[config.mk]
export PLATFORM = sky130hd
export DESIGN_NAME = bitap_approximate_matcher_core
export DESIGN_NICKNAME = d
export VERILOG_FILES = /design/src/bam_pkg.sv /design/src/bam_pattern_store.sv /design/src/bam_vector_unit.sv /design/src/bitap_approximate_matcher_core.sv
export SDC_FILE = /design/constraint.sdc
export NUM_CORES = 2
export LEC_CHECK = 0
export BUFFER_PORTS_ARGS = -buffer_cell sky130_fd_sc_hd__buf_2
export CAP_MARGIN = 15
export CORE_MARGIN = 5
export CORE_UTILIZATION = 55
export CTS_CLUSTER_DIAMETER = 60
export DETAILED_ROUTE_END_ITERATION = 12
export HOLD_SLACK_MARGIN = 0.1
export PLACE_DENSITY = 0.82
export SYNTH_ARGS = -nofsm -noshare
export SYNTH_HDL_FRONTEND = slang
export SYNTH_HIERARCHICAL = 1
export SYNTH_SLANG_ARGS = --single-unit
[constraint.sdc]
create_clock -name clk_i -period 18.9 [get_ports clk_i]
set_input_delay 1.89 -clock clk_i [delete_from_list [all_inputs] [get_ports clk_i]]
set_output_delay 1.89 -clock clk_i [all_outputs]
set_load 0.02 [all_outputs]
[src/bam_pkg.sv]
`default_nettype none

package bam_pkg;

  localparam int unsigned MAX_PATTERN   = 64;
  localparam int unsigned MAX_ERRORS    = 8;
  localparam int unsigned POSITION_BITS = 32;

  localparam int unsigned LEVELS = MAX_ERRORS + 1;
  localparam int unsigned VEC_W  = 64;
  localparam int unsigned IDX_W  = 6;
  localparam int unsigned LEN_W  = 7;
  localparam int unsigned LVL_W  = 4;

  // Operation codes carried on the input tuser
  localparam logic [1:0] OP_TEXT    = 2'd0;
  localparam logic [1:0] OP_PATTERN = 2'd1;
  localparam logic [1:0] OP_RESTART = 2'd2;

  // Configuration register indexes
  localparam logic CFG_PATTERN_LENGTH = 1'b0;
  localparam logic CFG_MAX_ERRORS     = 1'b1;

  typedef struct packed {
    logic text;
    logic restart;
  } bam_ctrl_t;

  typedef struct packed {
    logic                     hit;
    logic [LVL_W-1:0]         err;
    logic [POSITION_BITS-1:0] start_pos;
    logic [POSITION_BITS-1:0] end_pos;
  } bam_result_t;

  // Initial vector of level d: top d bits set
  function automatic logic [VEC_W-1:0] init_vector(input int unsigned d);
    logic [VEC_W-1:0] v;
    if (d == 0) begin
      v = '0;
    end else begin
      v = ~(VEC_W'(0)) << (VEC_W - d);
    end
    return v;
  endfunction

endpackage

`default_nettype wire

[src/bam_pattern_store.sv]
`default_nettype none

module bam_pattern_store (
  input  wire logic                       clk_i,
  input  wire logic                       wr_en_i,
  input  wire logic [bam_pkg::IDX_W-1:0]  wr_idx_i,
  input  wire logic [7:0]                 wr_byte_i,
  input  wire logic [7:0]                 text_byte_i,
  input  wire logic [bam_pkg::LEN_W-1:0]  m_eff_i,
  output logic      [bam_pkg::VEC_W-1:0]  cmask_o
);
  import bam_pkg::*;

  logic [7:0] pat_q [MAX_PATTERN];

  // Pattern bytes hold no reset: entries at or above m are never used; the user must write the others before use
  always_ff @(posedge clk_i) begin
    if (wr_en_i) begin
      pat_q[wr_idx_i] <= wr_byte_i;
    end
  end

  // Position i maps to bit 63-i; lanes at or above m stay clear
  always_comb begin
    cmask_o = '0;
    for (int i = 0; i < MAX_PATTERN; i++) begin
      cmask_o[VEC_W-1-i] = (LEN_W'(i) < m_eff_i) && (pat_q[i] == text_byte_i);
    end
  end

endmodule

`default_nettype wire

[src/bam_vector_unit.sv]
`default_nettype none

module bam_vector_unit (
  input  wire logic                      clk_i,
  input  wire logic                      rst_ni,
  input  wire bam_pkg::bam_ctrl_t        ctrl_i,
  input  wire logic [bam_pkg::VEC_W-1:0] cmask_i,
  input  wire logic [bam_pkg::LEN_W-1:0] m_eff_i,
  input  wire logic [bam_pkg::LVL_W-1:0] k_eff_i,
  output bam_pkg::bam_result_t           result_o
);
  import bam_pkg::*;

  localparam logic [VEC_W-1:0] TopBit = {1'b1, {(VEC_W-1){1'b0}}};

  logic [VEC_W-1:0]         vec_q   [LEVELS];
  logic [VEC_W-1:0]         vec_new [LEVELS];
  logic [POSITION_BITS-1:0] pos_q, pos_d;
  logic [LEVELS-1:0]        hit;
  logic [LEN_W-1:0]         succ_w, m_less1;
  logic [IDX_W-1:0]         succ_idx;

  // One step of the k-error recurrence per level
  always_comb begin
    vec_new[0] = ((vec_q[0] >> 1) | TopBit) & cmask_i;
    for (int d = 1; d < LEVELS; d++) begin
      vec_new[d] = (((vec_q[d] >> 1) | TopBit) & cmask_i)
                 | (vec_q[d-1] >> 1) | TopBit
                 | (vec_new[d-1] >> 1)
                 | vec_q[d-1];
    end
  end

  assign succ_w   = LEN_W'(MAX_PATTERN) - m_eff_i;
  assign succ_idx = succ_w[IDX_W-1:0];
  assign m_less1  = m_eff_i - LEN_W'(1);

  always_comb begin
    for (int d = 0; d < LEVELS; d++) begin
      hit[d] = vec_new[d][succ_idx];
    end
  end

  always_comb begin
    result_o.hit = hit[k_eff_i];
    result_o.err = k_eff_i;
    for (int d = LEVELS - 1; d >= 0; d--) begin
      if (hit[d] && (LVL_W'(d) <= k_eff_i)) begin
        result_o.err = LVL_W'(d);
      end
    end
    result_o.end_pos = pos_q;
    if (pos_q >= POSITION_BITS'(m_less1)) begin
      result_o.start_pos = pos_q - POSITION_BITS'(m_less1);
    end else begin
      result_o.start_pos = '0;
    end
  end

  // Saturate the position at its top value
  assign pos_d = (pos_q != {POSITION_BITS{1'b1}}) ? pos_q + POSITION_BITS'(1) : pos_q;

  always_ff @(posedge clk_i or negedge rst_ni) begin
    if (!rst_ni) begin
      for (int d = 0; d < LEVELS; d++) begin
        vec_q[d] <= init_vector(d);
      end
      pos_q <= '0;
    end else if (ctrl_i.restart) begin
      for (int d = 0; d < LEVELS; d++) begin
        vec_q[d] <= init_vector(d);
      end
      pos_q <= '0;
    end else if (ctrl_i.text) begin
      for (int d = 0; d < LEVELS; d++) begin
        vec_q[d] <= vec_new[d];
      end
      pos_q <= pos_d;
    end
  end

endmodule

`default_nettype wire

[src/bitap_approximate_matcher_core.sv]
`default_nettype none

// Streaming approximate matcher, up to k edit errors.
// Input stream: tuser carries the operation (text byte, pattern write,
// restart); tdata carries the byte and the pattern index. Each text byte
// advances all error vectors; when level k holds the success bit, one
// request appears on the output stream with start, end and least errors.
// Pattern writes, restarts and non-matching text bytes give no output.
// An accepted request is held in the input register; once the output
// register is free or draining it is processed and a match is loaded
// into the output register. Throughput is one request per cycle while
// the receiver does not stall; the single pass through the pattern
// comparators and the nine-level vector chain sets that figure.
// When the receiver stalls, the held result stays put; one further request
// may enter the input register, after which tready drops until the output
// drains.
// Reset (async, active low) empties both registers, sets m to 1 and k to 0,
// loads the initial vectors and clears the text position. Pattern bytes
// keep no reset and must be written before use. Configure only when idle.
module bitap_approximate_matcher_core (
  input  wire logic        clk_i,
  input  wire logic        rst_ni,
  // Configuration write port
  input  wire logic        cfg_we_i,
  input  wire logic        cfg_index_i,
  input  wire logic [6:0]  cfg_wdata_i,
  // Input stream
  input  wire logic        s_axis_tvalid_i,
  output logic             s_axis_tready_o,
  input  wire logic [15:0] s_axis_tdata_i,  // data_byte[7:0], pattern_index[13:8], zero pad
  input  wire logic [1:0]  s_axis_tuser_i,  // operation[1:0]
  // Output stream
  output logic             m_axis_tvalid_o,
  input  wire logic        m_axis_tready_i,
  output logic [71:0]      m_axis_tdata_o   // match_start[31:0], match_end[63:32],
                                            // error_count[67:64], zero pad
);
  import bam_pkg::*;

  // Configuration registers
  logic [LEN_W-1:0] len_q;
  logic [LVL_W-1:0] errs_q;
  logic [LEN_W-1:0] m_eff;
  logic [LVL_W-1:0] k_eff;

  always_ff @(posedge clk_i or negedge rst_ni) begin
    if (!rst_ni) begin
      len_q  <= LEN_W'(1);
      errs_q <= '0;
    end else if (cfg_we_i) begin
      unique case (cfg_index_i)
        CFG_PATTERN_LENGTH: len_q  <= cfg_wdata_i[LEN_W-1:0];
        CFG_MAX_ERRORS:     errs_q <= cfg_wdata_i[LVL_W-1:0];
        default: ;
      endcase
    end
  end

  // Clamp m into 1..MAX_PATTERN and k to MAX_ERRORS
  always_comb begin
    if (len_q == '0) begin
      m_eff = LEN_W'(1);
    end else if (len_q > LEN_W'(MAX_PATTERN)) begin
      m_eff = LEN_W'(MAX_PATTERN);
    end else begin
      m_eff = len_q;
    end
    k_eff = (errs_q > LVL_W'(MAX_ERRORS)) ? LVL_W'(MAX_ERRORS) : errs_q;
  end

  // Input register
  logic             in_valid_q;
  logic [1:0]       in_op_q;
  logic [7:0]       in_byte_q;
  logic [IDX_W-1:0] in_idx_q;
  logic             out_valid_q;
  logic             advance;
  logic             in_take;

  // Process the held request once the output register can take a result
  assign advance         = in_valid_q && (!out_valid_q || m_axis_tready_i);
  assign s_axis_tready_o = !in_valid_q || advance;
  assign in_take         = s_axis_tvalid_i && s_axis_tready_o;

  always_ff @(posedge clk_i or negedge rst_ni) begin
    if (!rst_ni) begin
      in_valid_q <= 1'b0;
    end else if (in_take) begin
      in_valid_q <= 1'b1;
    end else if (advance) begin
      in_valid_q <= 1'b0;
    end
  end

  always_ff @(posedge clk_i) begin
    if (in_take) begin
      in_op_q   <= s_axis_tuser_i;
      in_byte_q <= s_axis_tdata_i[7:0];
      in_idx_q  <= s_axis_tdata_i[13:8];
    end
  end

  // Decode the held operation; code 3 does nothing
  bam_ctrl_t ctrl;
  logic      pat_wr;

  always_comb begin
    ctrl   = '0;
    pat_wr = 1'b0;
    case (in_op_q)
      OP_TEXT:    ctrl.text    = advance;
      OP_PATTERN: pat_wr       = advance;
      OP_RESTART: ctrl.restart = advance;
      default: ;
    endcase
  end

  logic [VEC_W-1:0] cmask;
  bam_result_t      result;

  bam_pattern_store u_store (
    .clk_i       (clk_i),
    .wr_en_i     (pat_wr),
    .wr_idx_i    (in_idx_q),
    .wr_byte_i   (in_byte_q),
    .text_byte_i (in_byte_q),
    .m_eff_i     (m_eff),
    .cmask_o     (cmask)
  );

  bam_vector_unit u_vec (
    .clk_i    (clk_i),
    .rst_ni   (rst_ni),
    .ctrl_i   (ctrl),
    .cmask_i  (cmask),
    .m_eff_i  (m_eff),
    .k_eff_i  (k_eff),
    .result_o (result)
  );

  // Output register
  logic                     load_out;
  logic [POSITION_BITS-1:0] start_q, end_q;
  logic [LVL_W-1:0]         err_q;

  assign load_out = ctrl.text && result.hit;

  always_ff @(posedge clk_i or negedge rst_ni) begin
    if (!rst_ni) begin
      out_valid_q <= 1'b0;
    end else if (load_out) begin
      out_valid_q <= 1'b1;
    end else if (m_axis_tready_i) begin
      out_valid_q <= 1'b0;
    end
  end

  always_ff @(posedge clk_i) begin
    if (load_out) begin
      start_q <= result.start_pos;
      end_q   <= result.end_pos;
      err_q   <= result.err;
    end
  end

  assign m_axis_tvalid_o = out_valid_q;
  assign m_axis_tdata_o  = {4'b0, err_q, end_q, start_q};

  // A result is only loaded when the output slot is free or draining
  a_no_overwrite: assert property (@(posedge clk_i) disable iff (!rst_ni)
    load_out |-> (!out_valid_q || m_axis_tready_i))
    else $error("result loaded over a stalled result");

  // Reported error level never exceeds the clamped k
  a_err_bound: assert property (@(posedge clk_i) disable iff (!rst_ni)
    out_valid_q |-> (err_q <= k_eff))
    else $error("error_count above max_errors");

  // Start never lies past the end
  a_start_le_end: assert property (@(posedge clk_i) disable iff (!rst_ni)
    out_valid_q |-> (start_q <= end_q))
    else $error("match_start beyond match_end");

  // Input stage stalls only while it holds a request
  a_ready_full: assert property (@(posedge clk_i) disable iff (!rst_ni)
    !s_axis_tready_o |-> (in_valid_q && out_valid_q && !m_axis_tready_i))
    else $error("input stalled without cause");

endmodule

`default_nettype wire

==> qor.txt <==
first-pass GRT wire length -> 296,000 um
CTS HTree Levels -> 3
CTS Buffer Depth -> 3
DRT iter0 DRCs -> 8,503
largest net degree at the start of global routing -> 233
worst min-delay path class -> reg -> reg
core area -> 111,000 sq um
post_cts resized -> 0
number of library cell types mapped by synthesis -> 103
RSZ-0062 raised after global routing -> no
most common cell after layout, fill and taps aside -> nor2_1
drt wl/cell -> 26.3 um
Critical Path Sink Type -> flip-flop
vias after detailed routing -> 51.5k
Setup Buffers After CTS -> 0
fin cells -> 7,336
met3 WL -> 25,100 um
CP required -> 19,200 ps
Mapped Cells -> 5,804
worst rel slew slack -> 0.0934
worst hold start -> u_vec/vec_q[33]
met2 WL -> 83,800 um
#FFs+latches synth -> 1,180
ratio of cells with drive above 1 in the final layout -> 0.0996
MaxCap Viol Count -> 0
Row Count -> 122
fin crit period -> 8580 ps
Pleak -> 23.0 nW
Vias/cell -> 7.02
sequential area share after synthesis -> 0.532
Antenna Nets Post-Route -> 0
Avg Cell Area, Syn -> 10.5 sq um
commonest cells after routing, fill and taps aside -> nor2_1, a211oi_1, edfxtp_1
hold_buf cts -> 0
worst slew pin tran -> 1350 ps
maximum fanout along the worst path -> 68
routability cong. -> 0.999
Port Buf Inserts -> 98
Pwr Density -> 119 nW/um^2
r2r worst-path depth -> 19
die footprint -> 118,000 sq um
Worst Setup SP -> in_byte_q[4]
Die H -> 343 um
GRT Util Overall -> 0.318
fin crit share -> 0.454
CTS tree -> yes
DRC Markers -> 0
R2R Setup Slk -> 10,320 ps
vias in the first global route -> 49.6k
startpoint types -> flip-flop
Setup TNS -> 0 ps
cell area after synthesis -> 61,100 sq um
final core utilization -> 0.608
worst-skew pair later-pin latency -> 760 ps
yosys warns -> 6
gr ovfl total -> 0
fmax -> 117 MHz
Top Layer Used -> met4
WS Path Type -> reg -> reg
r2r startpoint -> in_byte_q[4]
root buffer cell -> clkbuf_16
Worst VDD drop -> 0.000146 V
area delta synth->final -> 9.96%
outcome -> finished, final reports clean
TritonCTS Buffers -> 117
Async SR Flop Fraction -> 0.495
reg2reg end -> end_q[10]
drt pass-1 iters -> 10
Ports -> 105
Total Routed Length -> 193,000 um
initial antenna violation count -> 2
clock tree sinks -> 1,180
Starting Density -> 0.553
CP arrival -> 8880 ps
Critical Path End -> end_q[10]
number of flops mapped to enable cells by yosys -> 596
Clock Skew -> 92.2 ps
Metal-1 WL -> 71,800 um
max-slew violations -> 0
die width -> 343 um
final-report hold violation count -> 0
placed cell count -> 7,107
Worst-path clk slew -> 70 ps
DP HPWL -> 124,000 um
ys flop type -> edfxtp_1
Final Setup Violations -> 0
overall power -> 0.00800 W
Final nets -> 5,784
==> stage by stage <==
stage	area, sq um	hold slack, ps	worst slack, ps
finish	67200	529	10320
global route	67200	545	9950
CTS	67100	528	10330
detailed placement	63000	513	10570
global placement	63000	506	10770
floorplan	61100	423	10930
==> cells by family (layout without fill, tap and decap cells) <==
kind of cell             Yosys count  after routing  synth area share
adder cells (fa/ha/maj)           10             10           0.00217
AND/OR/NAND/NOR                 2127           2127             0.166
buffers and inverters            457            496            0.0310
AO/OA/AOI/OAI                   1407           1407             0.174
other                              1              6         0.0000614
flip-flops                      1180           1180             0.532
multiplexers                      60             60            0.0149
XOR/XNOR                         562            562            0.0806
==> critical path, cell delays in order (launching register included) <==
cell and delay (ps):
edfxtp_1 990, buf_4 510, buf_4 600, buf_4 630, xnor2_1 210, nand4_1 150
nor3_1 330, buf_4 290, a211o_1 290, nor2_1 60, a2111oi_0 880, nor3_1 240
nor4_1 600, nand2_1 190, mux4_2 500, nor2_1 140, a311o_1 340, nand4bb_1 250
nor2_4 130, buf_4 650
==> power by group <==
part | leakage [nW] | switching, W | internal (W)
sequential | 12.7 | 0.000384 | 0.00303
combinational | 8.37 | 0.00142 | 0.000702
clock | 1.98 | 0.00106 | 0.00140
==> registers in the layout (all words and copies together) (netlist names), 2 cells and up <==
name and cells:
u_vec/vec_q 539, start_q 32, errs_q 4, in_byte_q 8, in_op_q 2, err_q 4
len_q 7, in_idx_q 6, u_vec/pos_q 32, end_q 32, u_store/pat_q 512
==> cells in the mapped netlist, types with 10 or more instances <==
library cell | instances | share of area
a2111o_1 | 17 | 0.0031
a2111oi_0 | 14 | 0.0020
a211o_1 | 126 | 0.018
a211oi_1 | 612 | 0.075
a211oi_2 | 16 | 0.0033
a21oi_1 | 167 | 0.014
a221oi_1 | 10 | 0.0014
a311oi_1 | 132 | 0.019
a31oi_1 | 26 | 0.0027
and2_1 | 38 | 0.0039
and3_1 | 46 | 0.0047
buf_1 | 34 | 0.0021
buf_2 | 99 | 0.0081
clkbuf_1 | 284 | 0.017
dfrtp_1 | 583 | 0.24
edfxtp_1 | 596 | 0.29
inv_1 | 23 | 0.0014
mux2_2 | 15 | 0.0028
mux2i_1 | 21 | 0.0034
mux4_2 | 23 | 0.0085
nand2_1 | 316 | 0.019
nand2b_1 | 11 | 0.0011
nand3_1 | 232 | 0.019
nand4_1 | 192 | 0.020
nor2_1 | 791 | 0.049
nor2b_1 | 34 | 0.0035
nor3_1 | 294 | 0.024
nor3b_1 | 20 | 0.0025
nor4_1 | 74 | 0.0076
o2111ai_1 | 10 | 0.0014
o211ai_1 | 46 | 0.0057
o21ai_0 | 80 | 0.0066
o22ai_1 | 19 | 0.0019
o311ai_0 | 10 | 0.0014
o31ai_1 | 11 | 0.0014
or3_1 | 13 | 0.0013
or4_1 | 10 | 0.0012
xnor2_1 | 517 | 0.074
xor2_1 | 45 | 0.0065
==> routing by layer <==
layer	global-route usage	vias up
li1	-	22000
met1	0.430	25000
met2	0.466	3758
met3	0.0905	795
met4	0.175	0
met5	0.00123	-
==> worst min path at each step <==
stage / slack, ps / cells after the start / endpoint
6_report: 530 / 1 / u_vec/vec_q[33]
5_1_grt: 550 / 1 / u_vec/vec_q[33]
4_1_cts: 530 / 1 / u_vec/vec_q[33]
3_5_place_dp: 510 / 1 / u_vec/vec_q[33]
3_3_place_gp: 510 / 1 / u_vec/vec_q[33]
2_1_floorplan: 420 / 0 / end_q[10]
==> layout make-up <==
class	count	area [sq um]
fillers	8522	43300
flip-flops and latches	1180	32500
multi-input cells	4170	26900
clock buffers	141	3110
well taps	1488	1860
repair buffers	244	1660
clock inverters	81	986
inverters	30	118
diodes	2	5.00
Power figures use the tool's default switching activity.
